## config.mk

```make
export PLATFORM = sky130hd
export DESIGN_NAME = ethernet_header_statistics
export DESIGN_NICKNAME = d
export VERILOG_FILES = /design/src/rtl/core/ehs_pkg.sv /design/src/rtl/core/ehs_datapath.sv /design/src/rtl/core/ehs_controller.sv /design/src/rtl/core/ethernet_header_statistics.sv
export SDC_FILE = /design/constraint.sdc
export NUM_CORES = 2
export LEC_CHECK = 0
export BUFFER_PORTS_ARGS = -buffer_cell sky130_fd_sc_hd__buf_4
export CORE_MARGIN = 3
export CORE_UTILIZATION = 40
export DETAILED_ROUTE_END_ITERATION = 8
export SYNTH_ARGS = -nofsm -noshare
export SYNTH_HDL_FRONTEND = slang
export SYNTH_HIERARCHICAL = 1
export SYNTH_SLANG_ARGS = --single-unit
```

## constraint.sdc

```tcl
create_clock -name clk -period 17 [get_ports clk]
set_input_delay 2.55 -clock clk [delete_from_list [all_inputs] [get_ports clk]]
set_output_delay 2.55 -clock clk [all_outputs]
set_load 0.05 [all_outputs]
```

## src/rtl/core/ehs_pkg.sv

```systemverilog
// Types, constants and decode functions for the Ethernet header statistics block.
package ehs_pkg;

    localparam int MAC_W     = 48;
    localparam int TL_W      = 16;
    localparam int LEN_W     = 16;
    localparam int OUT_CNT_W = 32;
    localparam int PROTO_KINDS = 6;

    localparam logic [TL_W-1:0]  ETH_II_MIN      = 16'd1536;
    localparam logic [LEN_W-1:0] HEADER_OVERHEAD = 16'd18;
    localparam logic [MAC_W-1:0] MAC_BROADCAST   = {MAC_W{1'b1}};
    localparam int               GROUP_BIT       = 40;

    localparam logic [TL_W-1:0] ETYPE_ARP     = 16'h0806;
    localparam logic [TL_W-1:0] ETYPE_IPV4    = 16'h0800;
    localparam logic [TL_W-1:0] ETYPE_IPV6    = 16'h86DD;
    localparam logic [TL_W-1:0] ETYPE_FLOWCTL = 16'h8808;
    localparam logic [TL_W-1:0] ETYPE_MACSEC  = 16'h88E5;

    typedef enum logic [1:0] {
        KIND_UNICAST   = 2'd0,
        KIND_MULTICAST = 2'd1,
        KIND_BROADCAST = 2'd2,
        KIND_NONE      = 2'd3
    } addr_kind_t;

    typedef enum logic [2:0] {
        PROTO_ARP     = 3'd0,
        PROTO_IPV4    = 3'd1,
        PROTO_IPV6    = 3'd2,
        PROTO_FLOWCTL = 3'd3,
        PROTO_MACSEC  = 3'd4,
        PROTO_OTHER   = 3'd5,
        PROTO_NONE    = 3'd6
    } proto_kind_t;

    // Commands from the controller to the datapath.
    typedef struct packed {
        logic load;
        logic lookup_init;
        logic key_src;
        logic finish;
    } ehs_cmd_t;

    // Status from the datapath to the controller.
    typedef struct packed {
        logic eth_ii;
        logic lookup_done;
    } ehs_status_t;

    function automatic addr_kind_t addr_kind(input logic [MAC_W-1:0] mac);
        addr_kind_t k;
        if (mac == MAC_BROADCAST)
            k = KIND_BROADCAST;
        else if (mac[GROUP_BIT])
            k = KIND_MULTICAST;
        else
            k = KIND_UNICAST;
        return k;
    endfunction

    function automatic proto_kind_t proto_kind(input logic [TL_W-1:0] tl);
        proto_kind_t k;
        case (tl)
            ETYPE_ARP:     k = PROTO_ARP;
            ETYPE_IPV4:    k = PROTO_IPV4;
            ETYPE_IPV6:    k = PROTO_IPV6;
            ETYPE_FLOWCTL: k = PROTO_FLOWCTL;
            ETYPE_MACSEC:  k = PROTO_MACSEC;
            default:       k = PROTO_OTHER;
        endcase
        return k;
    endfunction

endpackage

```

## src/rtl/core/ehs_datapath.sv

```systemverilog
// Datapath: header capture, address table with its scan, counters and result registers.
module ehs_datapath
    import ehs_pkg::*;
#(
    parameter int TABLE_ENTRIES = 32,
    parameter int COUNT_WIDTH   = 32
)
(
    input  logic                  clk,
    input  logic                  rst_n,
    input  ehs_cmd_t              cmd,
    output ehs_status_t           status,
    input  logic [MAC_W-1:0]      dest_mac,
    input  logic [MAC_W-1:0]      src_mac,
    input  logic [TL_W-1:0]       type_length,
    input  logic [LEN_W-1:0]      frame_length,
    output logic                  done,
    output logic                  is_ethernet_ii,
    output logic [1:0]            dest_kind,
    output logic [1:0]            src_kind,
    output logic [2:0]            protocol_kind,
    output logic [OUT_CNT_W-1:0]  protocol_count,
    output logic [OUT_CNT_W-1:0]  dest_seen,
    output logic [OUT_CNT_W-1:0]  src_seen,
    output logic                  table_full,
    output logic [OUT_CNT_W-1:0]  frame_number,
    output logic [OUT_CNT_W-1:0]  ethernet_ii_total,
    output logic [LEN_W-1:0]      payload_bytes
);

    localparam int IDX_W   = $clog2(TABLE_ENTRIES);
    localparam int FILL_W  = $clog2(TABLE_ENTRIES + 1);
    localparam int ENTRY_W = MAC_W + COUNT_WIDTH;
    localparam logic [FILL_W-1:0]      FILL_MAX = FILL_W'(TABLE_ENTRIES);
    localparam logic [COUNT_WIDTH-1:0] CNT_MAX  = {COUNT_WIDTH{1'b1}};
    localparam logic [COUNT_WIDTH-1:0] CNT_ONE  = COUNT_WIDTH'(1);

    function automatic logic [COUNT_WIDTH-1:0] sat_inc(input logic [COUNT_WIDTH-1:0] v);
        return (v == CNT_MAX) ? v : v + CNT_ONE;
    endfunction

    // Each entry holds the address above its occurrence count.
    logic [ENTRY_W-1:0]     mem [TABLE_ENTRIES];
    logic [ENTRY_W-1:0]     mem_q_reg;

    logic [MAC_W-1:0]       dmac_reg;
    logic [MAC_W-1:0]       smac_reg;
    logic [TL_W-1:0]        tl_reg;
    logic [LEN_W-1:0]       flen_reg;

    logic                   key_src_reg;
    logic                   active_reg;
    logic                   rd_pend_reg;
    logic                   lookup_done_reg;
    logic                   full_reg;
    logic [FILL_W-1:0]      rd_idx_reg;
    logic [IDX_W-1:0]       cmp_idx_reg;
    logic [FILL_W-1:0]      used_reg;
    logic [COUNT_WIDTH-1:0] dst_seen_reg;
    logic [COUNT_WIDTH-1:0] src_cnt_reg;

    logic [COUNT_WIDTH-1:0] proto_cnt_reg [PROTO_KINDS];
    logic [COUNT_WIDTH-1:0] eth2_cnt_reg;
    logic [COUNT_WIDTH-1:0] frame_cnt_reg;

    logic                   done_reg;
    logic                   is_eth_reg;
    addr_kind_t             dest_kind_reg;
    addr_kind_t             src_kind_reg;
    proto_kind_t            proto_kind_reg;
    logic [OUT_CNT_W-1:0]   proto_count_reg;
    logic [OUT_CNT_W-1:0]   dest_seen_reg;
    logic [OUT_CNT_W-1:0]   src_seen_reg;
    logic                   table_full_reg;
    logic [OUT_CNT_W-1:0]   frame_number_reg;
    logic [OUT_CNT_W-1:0]   eth2_total_reg;
    logic [LEN_W-1:0]       payload_reg;

    logic [MAC_W-1:0]       key;
    logic [MAC_W-1:0]       q_mac;
    logic [COUNT_WIDTH-1:0] q_cnt;
    logic [COUNT_WIDTH-1:0] q_inc;
    logic                   hit;
    logic                   more;
    logic                   rd_en;
    logic                   exhausted;
    logic                   room;
    logic                   lookup_end;
    logic                   wr_en;
    logic [IDX_W-1:0]       wr_addr;
    logic [ENTRY_W-1:0]     wr_data;
    logic [COUNT_WIDTH-1:0] seen_val;
    logic                   eth_ii;
    proto_kind_t            pk;
    logic [COUNT_WIDTH-1:0] proto_next;
    logic [COUNT_WIDTH-1:0] eth2_next;

    // Valid entries always occupy the lowest places, so the fill count marks them.
    assign key        = key_src_reg ? smac_reg : dmac_reg;
    assign q_mac      = mem_q_reg[ENTRY_W-1:COUNT_WIDTH];
    assign q_cnt      = mem_q_reg[COUNT_WIDTH-1:0];
    assign q_inc      = sat_inc(q_cnt);
    assign hit        = active_reg && rd_pend_reg && (q_mac == key);
    assign more       = rd_idx_reg < used_reg;
    assign rd_en      = active_reg && !hit && more;
    assign exhausted  = active_reg && !rd_pend_reg && !more;
    assign room       = used_reg != FILL_MAX;
    assign lookup_end = hit || exhausted;
    assign wr_en      = hit || (exhausted && room);
    assign wr_addr    = hit ? cmp_idx_reg : used_reg[IDX_W-1:0];
    assign wr_data    = {key, (hit ? q_inc : CNT_ONE)};
    assign seen_val   = hit ? q_inc : (room ? CNT_ONE : '0);

    assign eth_ii     = tl_reg >= ETH_II_MIN;
    assign pk         = proto_kind(tl_reg);
    assign proto_next = sat_inc(proto_cnt_reg[pk]);
    assign eth2_next  = sat_inc(eth2_cnt_reg);

    assign status.eth_ii      = eth_ii;
    assign status.lookup_done = lookup_done_reg;

    always_ff @(posedge clk)
    begin
        if (wr_en)
            mem[wr_addr] <= wr_data;
        if (rd_en)
            mem_q_reg <= mem[rd_idx_reg[IDX_W-1:0]];
    end

    always_ff @(posedge clk)
    begin
        if (cmd.load)
        begin
            dmac_reg <= dest_mac;
            smac_reg <= src_mac;
            tl_reg   <= type_length;
            flen_reg <= frame_length;
        end
        if (lookup_end)
        begin
            if (key_src_reg)
                src_cnt_reg <= seen_val;
            else
                dst_seen_reg <= seen_val;
        end
    end

    always_ff @(posedge clk or negedge rst_n)
    begin
        if (!rst_n)
        begin
            key_src_reg     <= 1'b0;
            active_reg      <= 1'b0;
            rd_pend_reg     <= 1'b0;
            lookup_done_reg <= 1'b0;
            full_reg        <= 1'b0;
            rd_idx_reg      <= '0;
            cmp_idx_reg     <= '0;
            used_reg        <= '0;
        end
        else
        begin
            lookup_done_reg <= lookup_end;
            if (cmd.load)
                full_reg <= 1'b0;
            if (cmd.lookup_init)
            begin
                active_reg  <= 1'b1;
                rd_pend_reg <= 1'b0;
                rd_idx_reg  <= '0;
                key_src_reg <= cmd.key_src;
            end
            else if (active_reg)
            begin
                rd_pend_reg <= rd_en;
                if (rd_en)
                begin
                    rd_idx_reg  <= rd_idx_reg + FILL_W'(1);
                    cmp_idx_reg <= rd_idx_reg[IDX_W-1:0];
                end
                if (lookup_end)
                    active_reg <= 1'b0;
                if (exhausted && room)
                    used_reg <= used_reg + FILL_W'(1);
                if (exhausted && !room)
                    full_reg <= 1'b1;
            end
        end
    end

    always_ff @(posedge clk or negedge rst_n)
    begin
        if (!rst_n)
        begin
            for (int i = 0; i < PROTO_KINDS; i++)
                proto_cnt_reg[i] <= '0;
            eth2_cnt_reg  <= '0;
            frame_cnt_reg <= '0;
            done_reg      <= 1'b0;
        end
        else
        begin
            done_reg <= cmd.finish;
            if (cmd.finish)
            begin
                frame_cnt_reg <= sat_inc(frame_cnt_reg);
                if (eth_ii)
                begin
                    eth2_cnt_reg      <= eth2_next;
                    proto_cnt_reg[pk] <= proto_next;
                end
            end
        end
    end

    always_ff @(posedge clk)
    begin
        if (cmd.finish)
        begin
            frame_number_reg <= OUT_CNT_W'(frame_cnt_reg);
            if (eth_ii)
            begin
                is_eth_reg       <= 1'b1;
                dest_kind_reg    <= addr_kind(dmac_reg);
                src_kind_reg     <= addr_kind(smac_reg);
                proto_kind_reg   <= pk;
                proto_count_reg  <= OUT_CNT_W'(proto_next);
                dest_seen_reg    <= OUT_CNT_W'(dst_seen_reg);
                src_seen_reg     <= OUT_CNT_W'(src_cnt_reg);
                table_full_reg   <= full_reg;
                eth2_total_reg   <= OUT_CNT_W'(eth2_next);
                payload_reg      <= (flen_reg >= HEADER_OVERHEAD) ?
                                    flen_reg - HEADER_OVERHEAD : '0;
            end
            else
            begin
                is_eth_reg       <= 1'b0;
                dest_kind_reg    <= KIND_NONE;
                src_kind_reg     <= KIND_NONE;
                proto_kind_reg   <= PROTO_NONE;
                proto_count_reg  <= '0;
                dest_seen_reg    <= '0;
                src_seen_reg     <= '0;
                table_full_reg   <= 1'b0;
                eth2_total_reg   <= OUT_CNT_W'(eth2_cnt_reg);
                payload_reg      <= '0;
            end
        end
    end

    assign done              = done_reg;
    assign is_ethernet_ii    = is_eth_reg;
    assign dest_kind         = dest_kind_reg;
    assign src_kind          = src_kind_reg;
    assign protocol_kind     = proto_kind_reg;
    assign protocol_count    = proto_count_reg;
    assign dest_seen         = dest_seen_reg;
    assign src_seen          = src_seen_reg;
    assign table_full        = table_full_reg;
    assign frame_number      = frame_number_reg;
    assign ethernet_ii_total = eth2_total_reg;
    assign payload_bytes     = payload_reg;

endmodule

```

## src/rtl/core/ehs_controller.sv

```systemverilog
// Controller: sequences header capture, the two address lookups and the result update.
module ehs_controller
    import ehs_pkg::*;
(
    input  logic        clk,
    input  logic        rst_n,
    input  logic        start,
    output logic        busy,
    output ehs_cmd_t    cmd,
    input  ehs_status_t status
);

    typedef enum logic [2:0] {
        S_IDLE,
        S_CHECK,
        S_DST_WAIT,
        S_SRC_INIT,
        S_SRC_WAIT,
        S_FINISH
    } state_t;

    state_t state_reg;
    state_t state_next;
    logic   busy_reg;

    always_comb
    begin
        state_next = state_reg;
        unique case (state_reg)
            S_IDLE:
                if (start)
                    state_next = S_CHECK;
            S_CHECK:
                state_next = status.eth_ii ? S_DST_WAIT : S_FINISH;
            S_DST_WAIT:
                if (status.lookup_done)
                    state_next = S_SRC_INIT;
            S_SRC_INIT:
                state_next = S_SRC_WAIT;
            S_SRC_WAIT:
                if (status.lookup_done)
                    state_next = S_FINISH;
            S_FINISH:
                state_next = S_IDLE;
            default:
                state_next = S_IDLE;
        endcase
    end

    always_ff @(posedge clk or negedge rst_n)
    begin
        if (!rst_n)
        begin
            state_reg <= S_IDLE;
            busy_reg  <= 1'b0;
        end
        else
        begin
            state_reg <= state_next;
            busy_reg  <= state_next != S_IDLE;
        end
    end

    // The destination is looked up first so that a source equal to it counts the same entry.
    assign cmd.load        = start && !busy_reg;
    assign cmd.lookup_init = ((state_reg == S_CHECK) && status.eth_ii) ||
                             (state_reg == S_SRC_INIT);
    assign cmd.key_src     = state_reg == S_SRC_INIT;
    assign cmd.finish      = state_reg == S_FINISH;
    assign busy            = busy_reg;

endmodule

```

## src/rtl/core/ethernet_header_statistics.sv

```systemverilog
// Top level of the Ethernet header statistics block.
//
//  Channel   Handshake           Fields
//  -------   ------------------  --------------------------------------------------
//  header    start / busy        dest_mac, src_mac, type_length, frame_length
//  result    done (one cycle)    is_ethernet_ii, dest_kind, src_kind, protocol_kind,
//                                protocol_count, dest_seen, src_seen, table_full,
//                                frame_number, ethernet_ii_total, payload_bytes
//
// A header is transferred when start is high and busy is low; one header is in work at a time.
// An IEEE 802.3 frame goes from the transfer through the check and finish states to its
// result. An Ethernet II frame scans the address table once per address at one stored
// entry a cycle, over no more than the addresses held, bounded by TABLE_ENTRIES; a match
// ends a scan early. The next header can be transferred as the result leaves.
// The table is a single-port-write memory; a fill count marks valid entries, so no
// clearing pass follows reset. Reset clears all counters and leaves the block idle.
// Each result is shown for exactly one cycle with done; the receiver cannot stall it.
module ethernet_header_statistics
    import ehs_pkg::*;
#(
    parameter int TABLE_ENTRIES = 32,
    parameter int COUNT_WIDTH   = 32
)
(
    input  logic                  clk,
    input  logic                  rst_n,
    input  logic                  start,
    output logic                  busy,
    input  logic [MAC_W-1:0]      dest_mac,
    input  logic [MAC_W-1:0]      src_mac,
    input  logic [TL_W-1:0]       type_length,
    input  logic [LEN_W-1:0]      frame_length,
    output logic                  done,
    output logic                  is_ethernet_ii,
    output logic [1:0]            dest_kind,
    output logic [1:0]            src_kind,
    output logic [2:0]            protocol_kind,
    output logic [OUT_CNT_W-1:0]  protocol_count,
    output logic [OUT_CNT_W-1:0]  dest_seen,
    output logic [OUT_CNT_W-1:0]  src_seen,
    output logic                  table_full,
    output logic [OUT_CNT_W-1:0]  frame_number,
    output logic [OUT_CNT_W-1:0]  ethernet_ii_total,
    output logic [LEN_W-1:0]      payload_bytes
);

    ehs_cmd_t    cmd;
    ehs_status_t status;

    ehs_controller u_ctrl (
        .clk    (clk),
        .rst_n  (rst_n),
        .start  (start),
        .busy   (busy),
        .cmd    (cmd),
        .status (status)
    );

    ehs_datapath #(
        .TABLE_ENTRIES (TABLE_ENTRIES),
        .COUNT_WIDTH   (COUNT_WIDTH)
    ) u_dp (
        .clk               (clk),
        .rst_n             (rst_n),
        .cmd               (cmd),
        .status            (status),
        .dest_mac          (dest_mac),
        .src_mac           (src_mac),
        .type_length       (type_length),
        .frame_length      (frame_length),
        .done              (done),
        .is_ethernet_ii    (is_ethernet_ii),
        .dest_kind         (dest_kind),
        .src_kind          (src_kind),
        .protocol_kind     (protocol_kind),
        .protocol_count    (protocol_count),
        .dest_seen         (dest_seen),
        .src_seen          (src_seen),
        .table_full        (table_full),
        .frame_number      (frame_number),
        .ethernet_ii_total (ethernet_ii_total),
        .payload_bytes     (payload_bytes)
    );

endmodule

```

==> out/results.ini <==
[final_layout]
n_fill_cell = 26100
largest_reg_flops = 2560
seq_area_mm2 = 0.0977
multiInputGateArea_mm2 = 0.0292
finalNonFillerCells = 11100
nNetsFinal = 6797
area_growth_pct = 15.2
drive_gt1_share_pct = 28.9

[cts]
cts_max_level = 5
clk_path_buf_depth = 4
cts_tree = built
clkTransAtPathRegs_ns = 0.06
cts_buffers = 347
insertion_delay_ns = 0.94
cts_setup_buffers = 0
hold_buffers = 0
cts.sinks = 3300
cts-resized-gates = 0
root_buffer = clkbuf_16

[sta]
maxSlewHeadroom_pct = 10.2
layout_min_cycle_time_ns = 7.88
finalSetupTns_ns = 0
rsz0062_at_grt = no
drv_slew = 0
max_freq_mhz = 127
worst_pin_slew_ns = 1.35
fin_ws_ns = 9.12
setup_viol = 0
finalHoldViolations = 0
period_share_pct = 46.3
finClkSkew_ns = 0.0809

[routing]
ant_nets = 0
drc = 0
dr.pass1.iters = 5
drt-initial-drc-count = 7597
viasPerCell = 5.75
vias = 63800
wl_per_cell_um = 29.2
totalWireLength_um = 324000

[synth]
synthCells = 6133
yosysUniqueCellTypes = 84
synthesis.area_mm2 = 0.128
ys_async_sr_fraction_pct = 8.58
yosys_warnings = 6
ys_seq_area_share_pct = 76.5
synth-main-ff-cell = edfxtp_1
avgSynthCellArea_um2 = 20.8
synth_seq_cells = 3300
synth_edf_count = 3017
synth_fp_nets = 6277

[floorplanning]
fp.dieW_um = 571
initial_core_util_pct = 40.4
die_h_um = 571
num_rows = 206
die_area_mm2 = 0.326
ios = 318
core_area_mm2 = 0.316

[critical_path]
critPathMaxStageDelay_ns = 0.94
slowest_stage = or4_2
worst-setup-path-type = reg2reg
worstPathArrival_ns = 8.40
critPathMaxFanout = 41
cp-end-kind = flip-flop
cp_common_cell = buf_4
path_cells = buf_4, mux2_2, xnor2_1, nand2_1, nor4b_1, nand4_1, or4_2, buf_4, nor4b_1, a21oi_1, nor2_4, buf_4, buf_4
r2r_slack_ns = 9.12
cp_data_required_time_ns = 17.53
start_kind = flip-flop

[placement]
dp.final_hpwl_um = 172000
place_congestion = 0.819
place_ws_ns = 9.09
dpl.cell_count = 10500
io_buffer_count = 317

[pwr]
total_power_uw = 21600
power_density_mw_per_mm2 = 147
leakagePower_uw = 0.0474
ir_drop_mv = 0.116

[global_routing]
grt_overflow_total = 0
grt_first_pass_wirelength_um = 469000
antenna_found_initial = 8
grt_max_degree = 159
grt_pass1_vias = 65100
grt.total_usage_pct = 19.7

[worst_hold_path]
hp-class = reg2reg

[run_status]
status = finished clean

[job]
drv_cap = 0

## worst max-delay path, delay by kind of cell (launching register included)
family	cells	cell delay [ns]
AO/OA/AOI/OAI	1	0.26
XOR/XNOR	1	0.36
buffers and inverters	4	2.21
flip-flops	1	0.82
multiplexers	1	0.61
AND/OR/NAND/NOR	6	2.89
## Yosys cell counts, types with 36 or more instances
cell type / n / area (um^2)
edfxtp_1: 3017 / 90600
mux4_2: 800 / 18000
nand2_1: 347 / 1300
dfrtp_1: 283 / 7080
clkbuf_1: 239 / 897
o21ai_0: 192 / 961
nor2_1: 177 / 664
mux2_2: 142 / 1600
xnor2_1: 105 / 920
xor2_1: 100 / 876
nand3_1: 87 / 435
nand4_1: 77 / 482
and2_1: 76 / 475
buf_1: 43 / 161
nor4_1: 36 / 225
## per-layer routing
| layer | routed length (um) | track usage, % | up-vias |
|---|---|---|---|
| li1 | - | - | 26200 |
| met1 | 139000 | 28.9 | 34400 |
| met2 | 153000 | 31.0 | 2657 |
| met3 | 24100 | 2.77 | 492 |
| met4 | 8410 | 5.52 | 0 |
| met5 | 0 | 0 | - |
## final timing paths
path | from | depth (start not counted) | to
max | u_dp/key_src_reg | 13 | u_dp/mem[16][26]
max reg2reg | u_dp/key_src_reg | 13 | u_dp/mem[16][26]
min reg2reg | u_dp/proto_cnt_reg[15] | 2 | u_dp/proto_cnt_reg[15]
max in group asynchronous | rst_n | 2 | u_dp/key_src_reg
min | u_dp/proto_cnt_reg[15] | 2 | u_dp/proto_cnt_reg[15]
min in group asynchronous | rst_n | 1 | u_dp/eth2_cnt_reg[8]
## cells in the final DEF (no fill, tap or decap), drive strengths merged, types with 20 or more instances in the layout
cell,count
dfrtp,283
and3,33
inv,37
o22ai,20
mux2,143
bufinv,31
nor3,32
clkbuf,442
nand4,78
xnor2,105
nor2,179
o21ai,220
nand3,88
mux2i,22
buf,468
xor2,100
edfxtp,3017
mux4,800
a21oi,30
and2,76
nand2,347
clkinv,124
nor4,41
## cells by family after synthesis
family	count (synthesis)	synth area share (%)
xor gates and xnor gates	205	1.41
AOI/OAI and AO/OA	362	1.66
adders and majority gates	13	0.127
muxes	965	15.5
buffers and inverters	321	0.967
DFF	3300	76.5
and+or+nand+nor	967	3.78
## per-stage QoR
step / hold WS (ns) / util (%) / instance area (um^2)
finish: 0.475 / 46.5 / 147000
global route: 0.498 / 46.5 / 147000
CTS: 0.475 / 46.5 / 147000
detailed placement: 0.463 / 43.0 / 136000
global placement: 0.454 / 43.0 / 136000
floorplan: 0.442 / - / 128000
## report_power, final
part / internal [uW] / switching, uW
clock network: 4330 / 3110
registers: 9800 / 278
logic: 1630 / 2410
total: 15800 / 5790
## cell type report
| cell class | instances | area share (%) |
|---|---|---|
| repair buffers | 468 | 2.52 |
| flip-flops and latches | 3300 | 66.5 |
| inverters | 24 | 0.0630 |
| multi-input cells | 2512 | 19.9 |
| clock buffers | 442 | 6.30 |
| diodes | 7 | 0.0119 |
| clock inverters | 183 | 1.25 |
| well taps | 4160 | 3.54 |
Power figures use the tool's default switching activity.
